`src/sv/gnd_pkg.sv`:
```
// shared types and constants of the greedy note dispenser
`timescale 1ns / 1ps
package gnd_pkg;

  localparam int unsigned SlotCount = 8;
  localparam int unsigned SlotW     = $clog2(SlotCount);
  localparam int unsigned UsedW     = $clog2(SlotCount + 1);
  localparam int unsigned DenomW    = 24;
  localparam int unsigned AmountW   = 32;
  localparam int unsigned StepW     = $clog2(AmountW);
  localparam int unsigned CfgIdxW   = 4;

  // one request after ordering, as it travels from front to back
  typedef struct packed {
    logic [SlotCount-1:0][DenomW-1:0] vals;
    logic [UsedW-1:0]                 used;
    logic [AmountW-1:0]               amount;
  } gnd_job_t;

  // queue status seen by the front and back
  typedef struct packed {
    logic full;
    logic empty;
  } gnd_qstat_t;

endpackage

```
`src/sv/gnd_if.sv`:
```
// request and result channel interfaces
`timescale 1ns / 1ps
interface gnd_amount_if;
  logic        valid;
  logic        ready;
  logic [31:0] amount;

  modport source (output valid, output amount, input ready);
  modport sink   (input valid, input amount, output ready);
endinterface

interface gnd_result_if;
  logic        valid;
  logic        ready;
  logic [23:0] denomination;
  logic [31:0] note_count;
  logic [31:0] shortfall;
  logic        last;

  modport source (output valid, output denomination, output note_count,
                  output shortfall, output last, input ready);
  modport sink   (input valid, input denomination, input note_count,
                  input shortfall, input last, output ready);
endinterface

```
`src/sv/greedy_note_dispenser_core.sv`:
```
// greedy note dispenser top level: front, job queue, back
//
// channel   direction  payload                                           handshake
// amount_if in         amount[31:0]                                      valid/ready
// result_if out        denomination[23:0] note_count[31:0]
//                      shortfall[31:0] last                              valid/ready
// cfg       in         cfg_idx_i[3:0] cfg_data_i[23:0]                    cfg_we_i
//
// the front takes one request, orders the denominations (one insertion step
// per slot) and pushes a job into a two-entry queue
// the back passes each used slot through a start and an emit state, with its
// 32-step shift-subtract division between them when the remainder is not zero
// the back works on the next result while the previous one waits and loads
// it when the register frees; a stalled result holds the back, a full queue
// holds the front
// reset clears the denomination registers and all control state at once
`timescale 1ns / 1ps
module greedy_note_dispenser_core #(
  parameter int unsigned NUM_DENOMS = 8
) (
  input  logic                         clk_i,
  input  logic                         rst_ni,
  input  logic                         cfg_we_i,
  input  logic [gnd_pkg::CfgIdxW-1:0]  cfg_idx_i,
  input  logic [gnd_pkg::DenomW-1:0]   cfg_data_i,
  gnd_amount_if.sink                   amount_if,
  gnd_result_if.source                 result_if
);
  import gnd_pkg::*;

  // job handoff between front and back
  logic       push;
  logic       pop;
  gnd_job_t   job_in;
  gnd_job_t   job_out;
  gnd_qstat_t qstat;

  gnd_front #(
    .NUM_DENOMS (NUM_DENOMS)
  ) u_front (
    .clk_i      (clk_i),
    .rst_ni     (rst_ni),
    .cfg_we_i   (cfg_we_i),
    .cfg_idx_i  (cfg_idx_i),
    .cfg_data_i (cfg_data_i),
    .amount_if  (amount_if),
    .push_o     (push),
    .job_o      (job_in),
    .qstat_i    (qstat)
  );

  // decouples ordering from the divide walk
  gnd_queue u_queue (
    .clk_i   (clk_i),
    .rst_ni  (rst_ni),
    .push_i  (push),
    .job_i   (job_in),
    .pop_i   (pop),
    .job_o   (job_out),
    .qstat_o (qstat)
  );

  // one result transaction per used note (a single one when none is used), the last one carries the shortfall
  gnd_back u_back (
    .clk_i     (clk_i),
    .rst_ni    (rst_ni),
    .job_i     (job_out),
    .qstat_i   (qstat),
    .pop_o     (pop),
    .result_if (result_if)
  );

endmodule

```
`src/sv/gnd_front.sv`:
```
// front end: denomination registers, request intake and stable ordering
`timescale 1ns / 1ps
module gnd_front #(
  parameter int unsigned NUM_DENOMS = 8
) (
  input  logic                         clk_i,
  input  logic                         rst_ni,
  input  logic                         cfg_we_i,
  input  logic [gnd_pkg::CfgIdxW-1:0]  cfg_idx_i,
  input  logic [gnd_pkg::DenomW-1:0]   cfg_data_i,
  gnd_amount_if.sink                   amount_if,
  output logic                         push_o,
  output gnd_pkg::gnd_job_t            job_o,
  input  gnd_pkg::gnd_qstat_t          qstat_i
);
  import gnd_pkg::*;

  localparam logic [1:0] F_IDLE = 2'd0;
  localparam logic [1:0] F_SORT = 2'd1;
  localparam logic [1:0] F_PUSH = 2'd2;

  localparam logic [SlotW-1:0] LastSlot = SlotW'(NUM_DENOMS - 1);

  logic [SlotCount-1:0][DenomW-1:0] denom_q;
  logic [SlotCount-1:0][DenomW-1:0] sorted_q, sorted_d;
  logic [1:0]                       state_q, state_d;
  logic [SlotW-1:0]                 slot_q, slot_d;
  logic [UsedW-1:0]                 used_q, used_d;
  logic [AmountW-1:0]               amount_q;
  logic [SlotCount-1:0]             ge;
  logic [DenomW-1:0]                v;

  // denomination registers, writes past the slot list are dropped
  always_ff @(posedge clk_i or negedge rst_ni) begin
    if (!rst_ni) begin
      denom_q <= '0;
    end else if (cfg_we_i && (cfg_idx_i < CfgIdxW'(SlotCount))) begin
      denom_q[cfg_idx_i[SlotW-1:0]] <= cfg_data_i;
    end
  end

  assign v = denom_q[slot_q];

  // one insertion step: entries >= v stay, v lands after them, the rest shift up
  always_comb begin
    for (int j = 0; j < SlotCount; j++) begin
      ge[j] = (UsedW'(j) < used_q) && (sorted_q[j] >= v);
    end
    for (int j = 0; j < SlotCount; j++) begin
      if (ge[j]) begin
        sorted_d[j] = sorted_q[j];
      end else if (j == 0) begin
        sorted_d[j] = v;
      end else if (ge[j-1]) begin
        sorted_d[j] = v;
      end else begin
        sorted_d[j] = sorted_q[j-1];
      end
    end
  end

  always_comb begin
    state_d = state_q;
    slot_d  = slot_q;
    used_d  = used_q;
    case (state_q)
      F_IDLE: begin
        if (amount_if.valid) begin
          state_d = F_SORT;
          slot_d  = '0;
          used_d  = '0;
        end
      end
      F_SORT: begin
        if (v != '0) begin
          used_d = used_q + UsedW'(1);
        end
        if (slot_q == LastSlot) begin
          state_d = F_PUSH;
        end else begin
          slot_d = slot_q + SlotW'(1);
        end
      end
      F_PUSH: begin
        if (!qstat_i.full) begin
          state_d = F_IDLE;
        end
      end
      default: begin
        state_d = F_IDLE;
      end
    endcase
  end

  always_ff @(posedge clk_i or negedge rst_ni) begin
    if (!rst_ni) begin
      state_q <= F_IDLE;
      slot_q  <= '0;
      used_q  <= '0;
    end else begin
      state_q <= state_d;
      slot_q  <= slot_d;
      used_q  <= used_d;
    end
  end

  always_ff @(posedge clk_i) begin
    if (state_q == F_IDLE && amount_if.valid) begin
      amount_q <= amount_if.amount;
    end
    if (state_q == F_SORT && v != '0) begin
      sorted_q <= sorted_d;
    end
  end

  assign amount_if.ready = (state_q == F_IDLE);
  assign push_o          = (state_q == F_PUSH) && !qstat_i.full;
  assign job_o.vals      = sorted_q;
  assign job_o.used      = used_q;
  assign job_o.amount    = amount_q;

  a_used_bound: assert property (@(posedge clk_i) disable iff (!rst_ni)
    used_q <= UsedW'(NUM_DENOMS))
    else $error("front: more used slots than denominations");

  a_sort_count: assert property (@(posedge clk_i) disable iff (!rst_ni)
    state_q == F_SORT |=> used_q == $past(used_q) || used_q == $past(used_q) + UsedW'(1))
    else $error("front: used count jumped");

  a_slot_bound: assert property (@(posedge clk_i) disable iff (!rst_ni)
    state_q == F_SORT |-> slot_q <= LastSlot)
    else $error("front: slot cursor past the last denomination");

endmodule

```
`src/sv/gnd_queue.sv`:
```
// two-entry job queue between front and back
`timescale 1ns / 1ps
module gnd_queue (
  input  logic                 clk_i,
  input  logic                 rst_ni,
  input  logic                 push_i,
  input  gnd_pkg::gnd_job_t    job_i,
  input  logic                 pop_i,
  output gnd_pkg::gnd_job_t    job_o,
  output gnd_pkg::gnd_qstat_t  qstat_o
);
  import gnd_pkg::*;

  gnd_job_t   mem_q [2];
  logic       wr_ptr_q, rd_ptr_q;
  logic [1:0] count_q;

  always_ff @(posedge clk_i or negedge rst_ni) begin
    if (!rst_ni) begin
      wr_ptr_q <= 1'b0;
      rd_ptr_q <= 1'b0;
      count_q  <= '0;
    end else begin
      if (push_i) begin
        wr_ptr_q <= ~wr_ptr_q;
      end
      if (pop_i) begin
        rd_ptr_q <= ~rd_ptr_q;
      end
      if (push_i && !pop_i) begin
        count_q <= count_q + 2'd1;
      end else if (pop_i && !push_i) begin
        count_q <= count_q - 2'd1;
      end
    end
  end

  always_ff @(posedge clk_i) begin
    if (push_i) begin
      mem_q[wr_ptr_q] <= job_i;
    end
  end

  assign job_o         = mem_q[rd_ptr_q];
  assign qstat_o.full  = (count_q == 2'd2);
  assign qstat_o.empty = (count_q == 2'd0);

  a_no_overflow: assert property (@(posedge clk_i) disable iff (!rst_ni)
    push_i |-> !qstat_o.full || pop_i)
    else $error("queue: push while full");

  a_no_underflow: assert property (@(posedge clk_i) disable iff (!rst_ni)
    pop_i |-> !qstat_o.empty)
    else $error("queue: pop while empty");

  a_count_bound: assert property (@(posedge clk_i) disable iff (!rst_ni)
    count_q != 2'd3)
    else $error("queue: count out of range");

endmodule

```
`src/sv/gnd_back.sv`:
```
// back end: shift-subtract divider walk over the ordered notes, result register
`timescale 1ns / 1ps
module gnd_back (
  input  logic                 clk_i,
  input  logic                 rst_ni,
  input  gnd_pkg::gnd_job_t    job_i,
  input  gnd_pkg::gnd_qstat_t  qstat_i,
  output logic                 pop_o,
  gnd_result_if.source         result_if
);
  import gnd_pkg::*;

  localparam logic [1:0] B_IDLE  = 2'd0;
  localparam logic [1:0] B_START = 2'd1;
  localparam logic [1:0] B_DIV   = 2'd2;
  localparam logic [1:0] B_EMIT  = 2'd3;

  logic [1:0]                       state_q;
  logic [SlotCount-1:0][DenomW-1:0] vals_q;
  logic [UsedW-1:0]                 used_q;
  logic [SlotW-1:0]                 k_q;
  logic [AmountW-1:0]               rem_q;
  logic [AmountW-1:0]               quo_q;
  logic [DenomW-1:0]                part_q;
  logic [StepW-1:0]                 step_q;
  logic [DenomW-1:0]                d;
  logic [DenomW:0]                  shifted;
  logic                             take;
  logic [DenomW-1:0]                part_d;
  logic [AmountW-1:0]               quo_d;
  logic                             is_last;
  logic                             out_free;
  logic                             out_valid_q;

  assign d       = vals_q[k_q];
  assign shifted = {part_q, quo_q[AmountW-1]};
  assign take    = shifted >= {1'b0, d};
  assign part_d  = take ? DenomW'(shifted - {1'b0, d}) : shifted[DenomW-1:0];
  assign quo_d   = {quo_q[AmountW-2:0], take};
  assign is_last = (used_q == '0) || ({1'b0, k_q} == used_q - UsedW'(1));
  assign out_free = !out_valid_q || result_if.ready;
  assign pop_o   = (state_q == B_IDLE) && !qstat_i.empty;

  always_ff @(posedge clk_i or negedge rst_ni) begin
    if (!rst_ni) begin
      state_q     <= B_IDLE;
      k_q         <= '0;
      step_q      <= '0;
      out_valid_q <= 1'b0;
    end else begin
      // the emit state reloads the result register on its own
      if (result_if.ready && state_q != B_EMIT) begin
        out_valid_q <= 1'b0;
      end
      case (state_q)
        B_IDLE: begin
          if (!qstat_i.empty) begin
            k_q     <= '0;
            state_q <= B_START;
          end
        end
        B_START: begin
          step_q <= '0;
          if (used_q != '0 && rem_q != '0) begin
            state_q <= B_DIV;
          end else begin
            state_q <= B_EMIT;
          end
        end
        B_DIV: begin
          step_q <= step_q + StepW'(1);
          if (step_q == StepW'(AmountW - 1)) begin
            state_q <= B_EMIT;
          end
        end
        B_EMIT: begin
          if (out_free) begin
            out_valid_q <= 1'b1;
            if (is_last) begin
              state_q <= B_IDLE;
            end else begin
              k_q     <= k_q + SlotW'(1);
              state_q <= B_START;
            end
          end
        end
        default: begin
          state_q <= B_IDLE;
        end
      endcase
    end
  end

  // datapath and result payload
  always_ff @(posedge clk_i) begin
    case (state_q)
      B_IDLE: begin
        if (!qstat_i.empty) begin
          vals_q <= job_i.vals;
          used_q <= job_i.used;
          rem_q  <= job_i.amount;
        end
      end
      B_START: begin
        part_q <= '0;
        quo_q  <= (used_q != '0) ? rem_q : '0;
      end
      B_DIV: begin
        part_q <= part_d;
        quo_q  <= quo_d;
        if (step_q == StepW'(AmountW - 1)) begin
          rem_q <= AmountW'(part_d);
        end
      end
      B_EMIT: begin
        if (out_free) begin
          result_if.denomination <= (used_q == '0) ? '0 : d;
          result_if.note_count   <= quo_q;
          result_if.shortfall    <= is_last ? rem_q : '0;
          result_if.last         <= is_last;
        end
      end
      default: begin
      end
    endcase
  end

  assign result_if.valid = out_valid_q;

  a_div_nonzero: assert property (@(posedge clk_i) disable iff (!rst_ni)
    state_q == B_DIV |-> d != '0)
    else $error("back: division by an unused slot");

  a_part_bound: assert property (@(posedge clk_i) disable iff (!rst_ni)
    state_q == B_DIV |-> part_q < d)
    else $error("back: partial remainder not below divisor");

  a_cursor_bound: assert property (@(posedge clk_i) disable iff (!rst_ni)
    (state_q == B_EMIT && used_q != '0) |-> {1'b0, k_q} < used_q)
    else $error("back: cursor past used slots");

endmodule

```
`src/flat_wrapper.sv`:
```
// flat-port wrapper written by rule: the top's interface ports become plain ports
module greedy_note_dispenser_core_flat import gnd_pkg::*;
#(
  parameter int unsigned NUM_DENOMS = 8
)
  (clk_i, rst_ni, cfg_we_i, cfg_idx_i, cfg_data_i, amount_if_valid, amount_if_amount, amount_if_ready, result_if_valid, result_if_denomination, result_if_note_count, result_if_shortfall, result_if_last, result_if_ready);
  gnd_amount_if amount_if_i ();
  gnd_result_if result_if_i ();
  input  logic clk_i;
  input  logic rst_ni;
  input  logic cfg_we_i;
  input  logic [gnd_pkg::CfgIdxW-1:0] cfg_idx_i;
  input  logic [gnd_pkg::DenomW-1:0] cfg_data_i;
  input wire logic [$bits(amount_if_i.valid)-1:0] amount_if_valid;
  input wire logic [$bits(amount_if_i.amount)-1:0] amount_if_amount;
  output wire logic [$bits(amount_if_i.ready)-1:0] amount_if_ready;
  output wire logic [$bits(result_if_i.valid)-1:0] result_if_valid;
  output wire logic [$bits(result_if_i.denomination)-1:0] result_if_denomination;
  output wire logic [$bits(result_if_i.note_count)-1:0] result_if_note_count;
  output wire logic [$bits(result_if_i.shortfall)-1:0] result_if_shortfall;
  output wire logic [$bits(result_if_i.last)-1:0] result_if_last;
  input wire logic [$bits(result_if_i.ready)-1:0] result_if_ready;
  assign amount_if_i.valid = amount_if_valid;
  assign amount_if_i.amount = amount_if_amount;
  assign amount_if_ready = amount_if_i.ready;
  assign result_if_valid = result_if_i.valid;
  assign result_if_denomination = result_if_i.denomination;
  assign result_if_note_count = result_if_i.note_count;
  assign result_if_shortfall = result_if_i.shortfall;
  assign result_if_last = result_if_i.last;
  assign result_if_i.ready = result_if_ready;
  greedy_note_dispenser_core #(.NUM_DENOMS(NUM_DENOMS)) u_core (.clk_i(clk_i), .rst_ni(rst_ni), .cfg_we_i(cfg_we_i), .cfg_idx_i(cfg_idx_i), .cfg_data_i(cfg_data_i), .amount_if(amount_if_i), .result_if(result_if_i));
endmodule
```
`config.mk`:
```
export PLATFORM = sky130hd
export DESIGN_NAME = greedy_note_dispenser_core_flat
export DESIGN_NICKNAME = d
export VERILOG_FILES = /design/src/sv/gnd_pkg.sv /design/src/sv/gnd_if.sv /design/src/sv/greedy_note_dispenser_core.sv /design/src/sv/gnd_front.sv /design/src/sv/gnd_queue.sv /design/src/sv/gnd_back.sv /design/src/flat_wrapper.sv
export SDC_FILE = /design/constraint.sdc
export NUM_CORES = 2
export LEC_CHECK = 0
export BUFFER_PORTS_ARGS = -buffer_cell sky130_fd_sc_hd__buf_4
export CORE_MARGIN = 4
export CORE_UTILIZATION = 56
export DETAILED_ROUTE_END_ITERATION = 16
export GPL_TIMING_DRIVEN = 0
export HOLD_SLACK_MARGIN = 0.02
export PLACE_DENSITY_LB_ADDON = 0.05
export SLEW_MARGIN = 20
export SYNTH_ARGS = -nofsm -noshare
export SYNTH_HDL_FRONTEND = slang
export SYNTH_SLANG_ARGS = --single-unit
```
`constraint.sdc`:
```
create_clock -name clk_i -period 12.5 [get_ports clk_i]
set_clock_uncertainty 0.05 [all_clocks]
set_input_delay 1.25 -clock clk_i [delete_from_list [all_inputs] [get_ports clk_i]]
set_output_delay 1.25 -clock clk_i [all_outputs]
set_load 0.1 [all_outputs]
```
==> metrics.md <==
| Metric | Value |
|---|---|
| Status | `finished clean` |
| Worst-Skew Late Latency | `0.74 ns` |
| Fmax | `140 MHz` |
| Synth-to-Final Area Change | `14.3%` |
| Hold Fails Final Rpt | `0` |
| Initial DRC count | `2791` |
| Post-CTS setup repair buffer count | `0` |
| Critical path, cell by cell | `clkbuf_1, buf_2, buf_1, clkbuf_1, mux2_2, inv_1, ha_1, nand2_1, nor4_1, o2111ai_1, a21oi_1, clkbuf_1, nor2_4, buf_16` |
| Max-cap viol count | `0` |
| Crit path arrival time | `7.56 ns` |
| Slew @ Worst Pin | `1.12 ns` |
| Final period util | `57.1%` |
| Post-cts resize count | `0` |
| Mux share of post-synthesis cell area | `17.3%` |
| Max incr delay on CP | `0.79 ns` |
| HP Class | `in2async` |
| Largest family of logic cells by synthesized area | `multiplexers` |
| Placed Cells | `4670` |
| Most common cell in the synthesized netlist | `edfxtp_1` |
| Estimated wirelength of the detail-placed design | `96100 um` |
| H-tree depth | `4` |
| Antenna violations before repair | `3` |
| R2r setup slk | `5.37 ns` |
| Post-synth EDFFs | `1053` |
| Type of the worst setup path | `reg2reg` |
| Post-synth top area cell | `edfxtp_1` |
| Startpoint types | `register` |
| Clk buf depth | `3` |
| Worst path required time | `12.93 ns` |
| RR Endpoint | `u_core.u_front.job_o[89]` |
| Drt pass-1 iters | `5` |
| Cts hold-fix bufs | `0` |
| Vias/cell | `6.05` |
| First-pass GRT wire length | `199000 um` |
| CTS tree | `built` |
| Vias in the first global route | `30.8k` |
| Ys Warns | `0` |
| CP max FO | `13` |
| Starting Density | `56.4%` |
| DRC errors left | `0` |
| Layout Cells excl Fill | `4908` |
| Wire per inst | `27.3 um` |
| Vias | `29.7k` |
| Final setup fails | `0` |
| Rel. slew slack | `25.6%` |
| Cell mode on critical path | `clkbuf_1` |
| Synth top cells by count | `edfxtp_1, mux2_2, ha_1, dfrtp_1, nand2_1` |
| Synth top area cells | `edfxtp_1, mux2_2, dfrtp_1` |
| Post-synthesis xor/xnor area fraction | `0.401%` |
| Clock period minus final worst setup slack | `7.13 ns` |
| CP Buf/Inv Count | `7` |
| Num CTS Buffers | `135` |
| Fin. max-slew vios | `0` |
| Asr flop ratio synth | `17.0%` |
| Share of the synthesized area in the top cell type | `57.9%` |
| Reg clk slew, reported paths | `0.06 ns` |
| Clock Tree Root | `clkbuf_16` |
| Die Y | `320 um` |
| Clk sinks | `1269` |
| Compound-Gate Fraction of Synth Area | `3.81%` |
| Post-Synth Adder-Cell Area | `5.35%` |
| Die extent in x | `320 um` |
| Ys flop type | `edfxtp_1` |
| Worst Reg-to-Reg Cells | `14` |
| Sum Neg Setup Slack | `0 ns` |
| Filler cell count | `6809` |
| Layout net count | `3829` |
| WL final | `134000 um` |
| Routability congestion estimate | `0.895` |
| Register area share after synthesis | `67.8%` |
| Delay-heaviest family, CP | `buffers and inverters` |
| GRT overflow | `0` |
| # rows | `114` |
| Post-synth cell types | `66` |
| Largest net degree at the start of global routing | `90` |
| Post-Synth Simple-Gate Area | `3.95%` |
| CP Capture Type | `register` |
| Die area | `103000 um2` |
| Layout cells sized above 1 | `30.6%` |
| Synthesized area | `54600 um2` |
| Post-synthesis instance total | `3212` |
| Boundary pin count | `156` |
| Multi-input logic area | `16900 um2` |
| CORE AREA | `96700 um2` |
| Slowest cell on the critical path | `a21oi_1` |
| I/O Buffers | `153` |
| GRT Util Overall | `26.4%` |
| Net count after synthesis | `3510` |
| Post-DRT Antenna Nets | `0` |
| Synth Register Bits | `1269` |
| RSZ-0062 raised after global routing | `no` |
| RR Startpoint | `u_core.u_front.slot_q[1]` |
| Register area | `37000 um2` |
| Avg Cell Area, Syn | `17.0 um2` |
through the flow:
stage / util [%] / area (um2) / worst slack, ns / hold WS, ns
after floorplan: - / 54600 / 0.633 / 0.371
after global placement: 59.3 / 57300 / -6.61 / 0.377
after detailed placement: 60.1 / 58100 / 5.29 / 0.384
after CTS: 64.5 / 62400 / 5.26 / 0.346
after global routing: 64.5 / 62400 / 5.14 / 0.380
final: 64.5 / 62400 / 5.37 / 0.369
cell families after synthesis:
family          after synthesis
flops                      1269
mux                         748
simple gates                423
compound gates              332
fa+ha+maj                   233
buf+inv                     182
xor+xnor                     25
metal layers:
metal | global-route usage (%) | vias to the layer above | wire length (um)
li1 | - | 13169 | -
met1 | 37.0 | 15406 | 56900
met2 | 42.8 | 935 | 64800
met3 | 4.80 | 190 | 8610
met4 | 7.93 | 0 | 3710
met5 | 0 | - | 0
registers in the layout (all words and copies together), names as in the netlist, 2 cells and up:
register                              flops
u_core.u_back.result_if.note_count       32
u_core.u_front.used_q                     4
u_core.u_back.result_if.denomination     24
u_core.u_back.quo_q                      32
u_core.u_front.slot_q                     3
u_core.u_back.step_q                      5
u_core.u_back.used_q                      4
u_core.u_front.state_q                    2
u_core.u_queue.mem_q                    456
u_core.u_back.rem_q                      32
u_core.u_back.result_if.shortfall        32
u_core.u_front.denom_q                  192
u_core.u_back.part_q                     24
u_core.u_back.vals_q                    192
u_core.u_front.job_o                    192
u_core.u_queue.count_q                    2
u_core.u_back.k_q                         3
u_core.u_front.amount_q                  32
u_core.u_back.state_q                     2
cell type report:
class                   instances  area share, %
flip-flops and latches       1269           59.3
repair buffers                182           2.95
plain buffers                 125          0.870
inverters                      57          0.355
multi-input cells            1761           27.1
clock inverters                64          0.934
clock buffers                 173           5.88
diodes                          1        0.00401
well taps                    1276           2.56
how the worst max path moves through the flow:
stage / endpoint / cells past startpoint / startpoint / slack (ns)
floorplan: u_core.u_queue.mem_q[0][0] / 4 / u_core.u_front.state_q[1] / 0.63
global placement: u_core.u_queue.mem_q[0][156] / 4 / u_core.u_front.state_q[1] / -6.61
detailed placement: u_core.u_front.job_o[180] / 17 / u_core.u_front.slot_q[2] / 5.29
CTS: u_core.u_front.job_o[182] / 17 / u_core.u_front.slot_q[1] / 5.26
global route: u_core.u_front.job_o[89] / 14 / u_core.u_front.slot_q[1] / 5.14
finish: u_core.u_front.job_o[89] / 14 / u_core.u_front.slot_q[1] / 5.37
layout by cell type, fill, tap and decap left out, drive strengths merged, types with 12 or more instances in the layout:
| cell | instances |
|---|---|
| nand2 | 110 |
| a31oi | 16 |
| nand3 | 22 |
| ha | 232 |
| nor4 | 25 |
| a211oi | 12 |
| and2 | 40 |
| mux4 | 96 |
| nor2b | 33 |
| clkbuf | 262 |
| inv | 61 |
| xnor2 | 16 |
| buf | 218 |
| nand4 | 23 |
| mux2 | 585 |
| edfxtp | 1053 |
| nor2 | 93 |
| o21ai | 94 |
| o21bai | 16 |
| dfrtp | 216 |
| nand2b | 22 |
| a21o | 66 |
| nor3 | 18 |
| mux2i | 67 |
| clkinv | 44 |
| a21oi | 85 |
Power is not shown: default switching activity piles up to over one toggle a cycle in this logic, so the estimate is an artifact.
